--- src/sv/nsc_pkg.sv ---
// Shared types, codes and constants of the NMEA sentence checker.
`default_nettype none

package nsc_pkg;

	// Number of leading bytes searched for a message header.
	localparam int HEADER_SPAN = 8;
	// Position of the last byte of the earliest header that can complete.
	localparam int HEADER_FIRST_POS = 3;
	// Shortest sentence that can hold a checksum field.
	localparam int MIN_LENGTH = 7;
	localparam int KIND_COUNT = 6;

	localparam logic [7:0] CHAR_STAR = 8'h2A;
	localparam logic [3:0] COUNT_MAX = 4'hF;

	typedef enum logic [1:0] {
		ST_OK     = 2'd0,
		ST_FORMAT = 2'd1,
		ST_SUM    = 2'd2,
		ST_TYPE   = 2'd3
	} status_t;

	typedef enum logic [2:0] {
		KIND_GGA  = 3'd0,
		KIND_RMC  = 3'd1,
		KIND_ZDA  = 3'd2,
		KIND_GSV  = 3'd3,
		KIND_GSA  = 3'd4,
		KIND_UBX  = 3'd5,
		KIND_NONE = 3'd6
	} kind_t;

	// One result item, as it is packed onto the output bus.
	typedef struct packed {
		logic [7:0] received_sum;
		logic [7:0] computed_sum;
		kind_t      message_kind;
		status_t    status;
	} result_t;

	// Four-character header pattern of a message kind, first character in the top byte.
	function automatic logic [31:0] kind_pattern(input kind_t kind);
		logic [31:0] pat;
		unique case (kind)
			KIND_GGA: pat = {8'h47, 8'h47, 8'h41, 8'h2C};
			KIND_RMC: pat = {8'h52, 8'h4D, 8'h43, 8'h2C};
			KIND_ZDA: pat = {8'h5A, 8'h44, 8'h41, 8'h2C};
			KIND_GSV: pat = {8'h47, 8'h53, 8'h56, 8'h2C};
			KIND_GSA: pat = {8'h47, 8'h53, 8'h41, 8'h2C};
			KIND_UBX: pat = {8'h55, 8'h42, 8'h58, 8'h2C};
			default:  pat = 32'h0;
		endcase
		return pat;
	endfunction

	// Value of one hex digit; anything that is not a hex digit counts as zero.
	function automatic logic [3:0] hex_value(input logic [7:0] c);
		logic [3:0] v;
		if (c >= 8'h30 && c <= 8'h39) begin
			v = 4'(c - 8'h30);
		end else if (c >= 8'h61 && c <= 8'h66) begin
			v = 4'(c - 8'h57);
		end else if (c >= 8'h41 && c <= 8'h46) begin
			v = 4'(c - 8'h37);
		end else begin
			v = 4'h0;
		end
		return v;
	endfunction

endpackage

`default_nettype wire

--- src/sv/nsc_hdr_match.sv ---
// Compares the four newest bytes against every known message header.
`default_nettype none

module nsc_hdr_match (
	input  wire logic [31:0]                     window,  // oldest byte in the top bits
	output logic      [nsc_pkg::KIND_COUNT-1:0]  hits
);

	// One comparator per message kind.
	always_comb begin
		for (int k = 0; k < nsc_pkg::KIND_COUNT; k++) begin
			hits[k] = (window == nsc_pkg::kind_pattern(nsc_pkg::kind_t'(3'(k))));
		end
	end

endmodule

`default_nettype wire

--- config.mk ---
export PLATFORM = sky130hd
export DESIGN_NAME = nsc_hdr_match
export DESIGN_NICKNAME = d
export VERILOG_FILES = /design/src/sv/nsc_pkg.sv /design/src/sv/nsc_hdr_match.sv
export SDC_FILE = /design/constraint.sdc
export NUM_CORES = 1
export LEC_CHECK = 0
export ABC_AREA = 1
export BUFFER_PORTS_ARGS = -buffer_cell sky130_fd_sc_hd__buf_4
export CORE_AREA = 2 2 39 41
export DETAILED_ROUTE_END_ITERATION = 7
export DIE_AREA = 0 0 41 43
export GPL_ROUTABILITY_DRIVEN = 0
export PLACE_DENSITY = 0.73
export SLEW_MARGIN = 5
export SYNTH_ARGS = -nofsm -noshare
export SYNTH_HDL_FRONTEND = slang
export SYNTH_SLANG_ARGS = --single-unit
--- constraint.sdc ---
create_clock -name vclk -period 1.78
set_clock_uncertainty 0.1 [all_clocks]
set_input_delay 0.178 -clock vclk [all_inputs]
set_output_delay 0.178 -clock vclk [all_outputs]
set_load 0.005 [all_outputs]
### Word-level counts from Yosys, hierarchy flattened

Cells that the tools add are included.

| word-level totals | value |
|---|---|
| flip-flop bits (word level) | 0 |
| bits of input ports | 32 |
| logic and storage cells | 6 |

| cells by class | value |
|---|---|
| equal/unequal tests | 6 |

Operators by type and width:

| cell | count |
|---|---|
| == test 32 x 31 -> 1 bit, second input constant | 6 |

### Logic depth before layout (Yosys ltp)

Gate-level depths: netlist (run 1).

| depth | value |
|---|---|
| depth in word-level cells | 1 |
| gate-level depth with buffers | 6 |
| depth with buffers taken out | 6 |

### Least setup slack after synthesis (run 1)

OpenSTA, ideal clock, no wires.

| path | value |
|---|---|
| path type | input port to output port |
| start | in window[14] |
| end | out hits[0] (netlist bit) |
| arrival time | 0.679 ns |
| setup slack | 0.823 ns |
| stages on the path | 6 |
| path through | inv_1 > nor2_1 > nand2_1 > nor2_2 > nand2_1 > nor2_1 |

| on the way | value |
|---|---|
| word-level cells in the longest chain between the ends | 1 |

RTL lines:

| item | RTL line | RTL |
|---|---|---|
| from (decl) | nsc_hdr_match.sv:5 | `input wire logic [31:0] window,` |
| == test 32 x 31 -> 1 bit | nsc_hdr_match.sv:12 | `hits[k] = (window == nsc_pkg::kind_pattern(nsc_pkg::kind_t'(3'(k))));` |
| to (decl) | nsc_hdr_match.sv:6 | `output logic [nsc_pkg::KIND_COUNT-1:0] hits` |

No other way between the ends.

### Worst setup path in the final report (run 1)

| path | value |
|---|---|
| start | in window[23] |
| end | out hits[2] (netlist bit) |

The elaborated chain is that of the path after synthesis.

==> results of run 1 <==
==> cell usage in the layout, fill, tap and decap left out <==
cell,count
nor2_1,39
nor2_2,4
nand2_1,35
inv_1,21
buf_4,38
nand3_1,1
==> power by group through the flow <==
stage | Sequential [uW] | Combinational (uW) | Clock, uW
after floorplan | 0 | 33.4 | 0
after global placement | 0 | 97.6 | 0
after detailed placement | 0 | 100 | 0
after CTS | 0 | 100 | 0
after global routing | 0 | 113 | 0
final | 0 | 99.2 | 0
==> path summary, 6_finish.rpt <==
check  endpoint  slack [ns]        from
max     hits[2]        0.57  window[23]
min     hits[0]        0.68  window[31]
==> cell families (layout without fill, tap and decap cells) <==
kind of cell	count (synthesis)	in the layout	share of synthesized area [%]
buf+inv	21	59	20.4
simple gates	79	79	79.6
==> routing by layer <==
metal	GRT usage [%]	vias up	part of all wire (%)
li1	-	358	-
met1	16.1	234	43
met2	22.2	19	50
met3	0	0	7.7
met4	0	0	0
met5	0	-	0
==> critical path: cells and delay by family <==
family        cells  cell delay (ns)
simple gates      5             0.53
buf+inv           2             0.22
==> area by class of cell <==
class | count | area [um^2] | area share (%)
Inverter | 21 | 78.8 | 11.4
Multi-Input combinational cell | 79 | 308 | 44.5
Tap cell | 16 | 20.0 | 2.89
Timing Repair Buffer | 38 | 285 | 41.2
==> through the flow <==
| stage | worst slack, ns | instance area (um^2) | util (%) |
|---|---|---|---|
| 2_1_floorplan | 0.823 | 387 | - |
| 5_1_grt | 0.478 | 692 | 50.0 |
| 3_3_place_gp | 0.574 | 692 | 50.0 |
| 6_report | 0.573 | 692 | 50.0 |
| 4_1_cts | 0.565 | 692 | 50.0 |
| 3_5_place_dp | 0.566 | 692 | 50.0 |
==> flow_summary_export.csv, run 1 <==
group,metric,value,unit
power,swShare,40.3,%
die,placementRows,14,
die,die_area,1760,um^2
power,p_per_area,143,nW/um^2
global_route,grt_pass1_wl,1.64,mm
route,drc,0,
route,ant_nets,0,
cells_and_area,area_growth,79.0,%
timing,final-hold-violation-count,0,
global_route,overflow,0,
global_route,grt_usage,12.2,%
power,ir_drop,60.0,uV
worst_setup_path,required,1.50,ns
placed_design,dp_cells,154,
route,drt-vias-per-instance,3.97,
worst_hold_path,whs_path_depth,7,
route,wl_per_cell,6.84,um
global_route,grt_max_degree,5,
timing,worst_pin_slew,0.138,ns
worst_setup_path,crit_path_max_incr_delay,0.13,ns
die,initial_core_util,27.9,%
global_route,antenna_found_initial,0,
worst_setup_path,path_max_fanout,3,
logic_synthesis,synth_area,387,um^2
power,seq_power_share,0,%
worst_hold_path,min-delay-path-class,"in -> out",
logic_synthesis,netlist_instances,100,
logic_synthesis,yosysWarnings,0,
die,fp.dieH,43,um
cells_and_area,diodes,0,
timing,slew_viol_final,0,
clocking,cts_hold_buf,0,
worst_setup_path,arrival,0.93,ns
logic_synthesis,synthDistinctLibCells,5,
timing,finalCritPeriodShare,67.8,%
logic_synthesis,syn_avg_cell_area,3.87,um^2
logic_synthesis,synth_nets,132,
clocking,post_cts_buffers,0,
power,p_clk_share,0,%
worst_setup_path,endpoint_kind,"output port",
logic_synthesis,synth_most_common_cell,"nor2_1",
worst_setup_path,cp_slowest_cell,"nor2_1",
timing,max_slew_margin,90.8,%
power,cellLeakagePower,0.000403,uW
worst_setup_path,cp-start-kind,"primary input",
route,dr.first_iter.drc_count,6,
logic_synthesis,synthTopCellsByArea,"nor2_1 (38%), nand2_1 (34%), inv_1 (20%)",
cells_and_area,seqCellArea,0,um^2
route,totalWireLength,1.05,mm
cells_and_area,nets,172,
logic_synthesis,yosys.area.top_type,"nor2_1",
worst_setup_path,cp_common_cell,"nor2_1",
timing,rsz0062_at_grt,"false",
timing,max_freq,828,MHz
timing,period_minus_slack,1.21,ns
power,pwr-share-comb,100.0,%
cells_and_area,drive_gt1_share,30.4,%
cells_and_area,fin_cells,154,
logic_synthesis,yosys-top-cells-count,"nor2_1 (39), nand2_1 (35), inv_1 (21), nor2_2 (4), nand3_1 (1)",
timing,setup_tns,0,ns
cells_and_area,clkbuf_count,0,
die,core-area,1380,um^2
power,total_power,99.2,uW
timing,holdWs,0.679,ns
die,fp.dieW,41,um
run_status,status,"complete, no violations",
route,firstDrtPassIters,3,
power,switching_power,40.0,uW
timing,finalSetupViolCount,0,
die,boundaryPins,38,
global_route,grt_pass1_vias,489,
cells_and_area,nFlopsAndLatches,0,
placed_design,port_buffers,38,
flow_run,drv_cap,0,
placed_design,place_hpwl,972,um
power,power.internal,59.2,uW
logic_synthesis,synthDominantCellAreaShare,37.9,%
clocking,ctsResizeCount,0,
logic_synthesis,yosysSeqAreaShare,0,%
cells_and_area,fillCellCount,157,
worst_setup_path,path_cells,"buf_4 -> nor2_1 -> nand2_1 -> nor2_1 -> nand2_1 -> nor2_1 -> buf_4",
worst_setup_path,crit_type,"in -> out",
route,via_count,611,
No activity file was read; power rests on OpenSTA's default activity.
==> run 2, diff against run 1 <==
--- a/config.mk
+++ b/config.mk
@@ -11,7 +11,7 @@
 export DETAILED_ROUTE_END_ITERATION = 7
 export DIE_AREA = 0 0 41 43
 export GPL_ROUTABILITY_DRIVEN = 0
-export PLACE_DENSITY = 0.73
+export PLACE_DENSITY = 0.76
 export SLEW_MARGIN = 5
 export SYNTH_ARGS = -nofsm -noshare
 export SYNTH_HDL_FRONTEND = slang
==> constraint.sdc (replaced) <==
create_clock -name vclk -period 1.1
set_clock_uncertainty 0.1 [all_clocks]
set_input_delay 0.11 -clock vclk [all_inputs]
set_output_delay 0.11 -clock vclk [all_outputs]
set_load 0.005 [all_outputs]
==> run 2 against run 1 <==
Effect of this change: flip-flop and latch count unchanged; largest cell class unchanged; critical endpoint is now hits[5]; die area unchanged; non-clock buffer count unchanged; via count increased by 0.82%; core utilization increased by 2.7 points; worst setup slack got worse by 0.51 ns; global-route usage increased by 1.1 points; hold slack got worse by 0.14 ns; routed wire length decreased by 0.19%.
==> flow_summary_export.csv, run 2 (same netlist as run 1, synthesis figures left out) <==
group,metric,value,unit
timing,final-hold-violation-count,0,
clocking,post_cts_buffers,0,
worst_setup_path,cp_slowest_cell,"nor2_4",
timing,max_slew_margin,90.8,%
power,p_clk_share,0,%
worst_setup_path,path_max_fanout,3,
worst_setup_path,crit_path_max_incr_delay,0.13,ns
worst_setup_path,worst-path-buf-inv,2,
global_route,overflow,0,
worst_setup_path,crit_type,"in -> out",
route,drc,0,
worst_setup_path,path_cells,"buf_4 -> nor2_1 -> nand2_1 -> nor2_4 -> nand2_2 -> nor2_1 -> buf_4",
cells_and_area,seqCellArea,0,um^2
power,pwr-share-comb,100.0,%
cells_and_area,fillCellCount,147,
die,fp.dieH,43,um
cells_and_area,diodes,0,
flow_run,drv_cap,0,
worst_setup_path,arrival,0.83,ns
power,swShare,42.0,%
worst_hold_path,min-delay-path-class,"in -> out",
power,seq_power_share,0,%
cells_and_area,final_util,52.7,%
power,power.internal,99.9,uW
timing,max_freq,966,MHz
die,boundaryPins,38,
route,ant_nets,0,
placed_design,port_buffers,38,
worst_setup_path,endpoint_kind,"output port",
route,drt-vias-per-instance,4.00,
cells_and_area,nFlopsAndLatches,0,
die,initial_core_util,27.9,%
timing,finalSetupViolCount,0,
power,ir_drop,92.6,uV
run_status,status,"complete, no violations",
die,fp.dieW,41,um
global_route,grt_pass1_wl,1.82,mm
worst_setup_path,required,0.89,ns
global_route,antenna_found_initial,0,
placed_design,dp_cells,154,
cells_and_area,nets,172,
route,dr.first_iter.drc_count,3,
cells_and_area,fin_cells,154,
placed_design,place_hpwl,976,um
die,core-area,1380,um^2
timing,slew_viol_final,0,
route,firstDrtPassIters,4,
cells_and_area,multi_input_area,345,um^2
global_route,grt_max_degree,5,
timing,worst_pin_slew,0.138,ns
timing,rsz0062_at_grt,"true",
route,wl_per_cell,6.83,um
cells_and_area,drive_gt1_share,37.0,%
die,placementRows,14,
die,die_area,1760,um^2
global_route,grt_usage,13.3,%
worst_setup_path,cp-start-kind,"primary input",
route,via_count,616,
global_route,grt_pass1_vias,536,
cells_and_area,layout_common_cells,"buf_4 (38), nand2_1 (34), nor2_1 (31)",
cells_and_area,area_growth,88.7,%
timing,finalCritPeriodShare,94.1,%
timing,period_minus_slack,1.04,ns
worst_setup_path,cp_top_family,"simple AND/OR/NAND/NOR gates",
power,p_per_area,236,nW/um^2
cells_and_area,clkbuf_count,0,
power,cellLeakagePower,0.000405,uW
route,totalWireLength,1.05,mm
cells_and_area,final_common_cell,"buf_4",
power,switching_power,72.4,uW
run 2: cell types whose count changed in the layout (fill, tap and decap cells not counted):
cell	change
nor2_1	-8
nor2_2	+5
nor2_4	+3
nand2_1	-1
nand2_2	+1
run 2: final cells by class:
class                      instances  share of cell area (%)
timing repair buffer              38                    39.1
tap                               16                    2.74
inverter                          21                    10.8
multi-input combinational         79                    47.3
run 2: power by group through the flow:
| stage | sequential, uW | clock [uW] | combinational (uW) |
|---|---|---|---|
| after floorplan | 0 | 0 | 54.1 |
| after global placement | 0 | 0 | 158 |
| after detailed placement | 0 | 0 | 162 |
| after CTS | 0 | 0 | 163 |
| after global routing | 0 | 0 | 194 |
| final | 0 | 0 | 172 |
run 2: what timing repair did:
action,CTS,global route
hold buffers,0,0
gates cloned,0,0
pin swaps,1,5
setup endpoints to repair,1,6
resized for setup,1,11
run 2: final timing paths:
kind,start,to,slack [ns],depth (start not counted)
setup / recovery,window[7],hits[5],0.06,7
hold / removal,window[24],hits[1],0.54,7
run 2: routing by layer:
layer,vias up,wire [um],track usage (%)
met5,-,0,0
met4,0,0,0
met3,0,78,0
met2,18,523,24.7
met1,241,450,17.1
li1,357,-,-
run 2: metrics by stage:
stage	setup slack, ns	power [uW]	hold WS (ns)	TNS, ns	area [um^2]
2_1_floorplan	0.279	54.1	0.294	0	387
3_3_place_gp	0.0198	158	0.544	0	692
3_5_place_dp	-0.0131	162	0.537	-0.0131	692
4_1_cts	0.00359	163	0.540	0	694
5_1_grt	-0.0117	194	0.577	-0.0366	729
6_report	0.0647	172	0.539	0	729
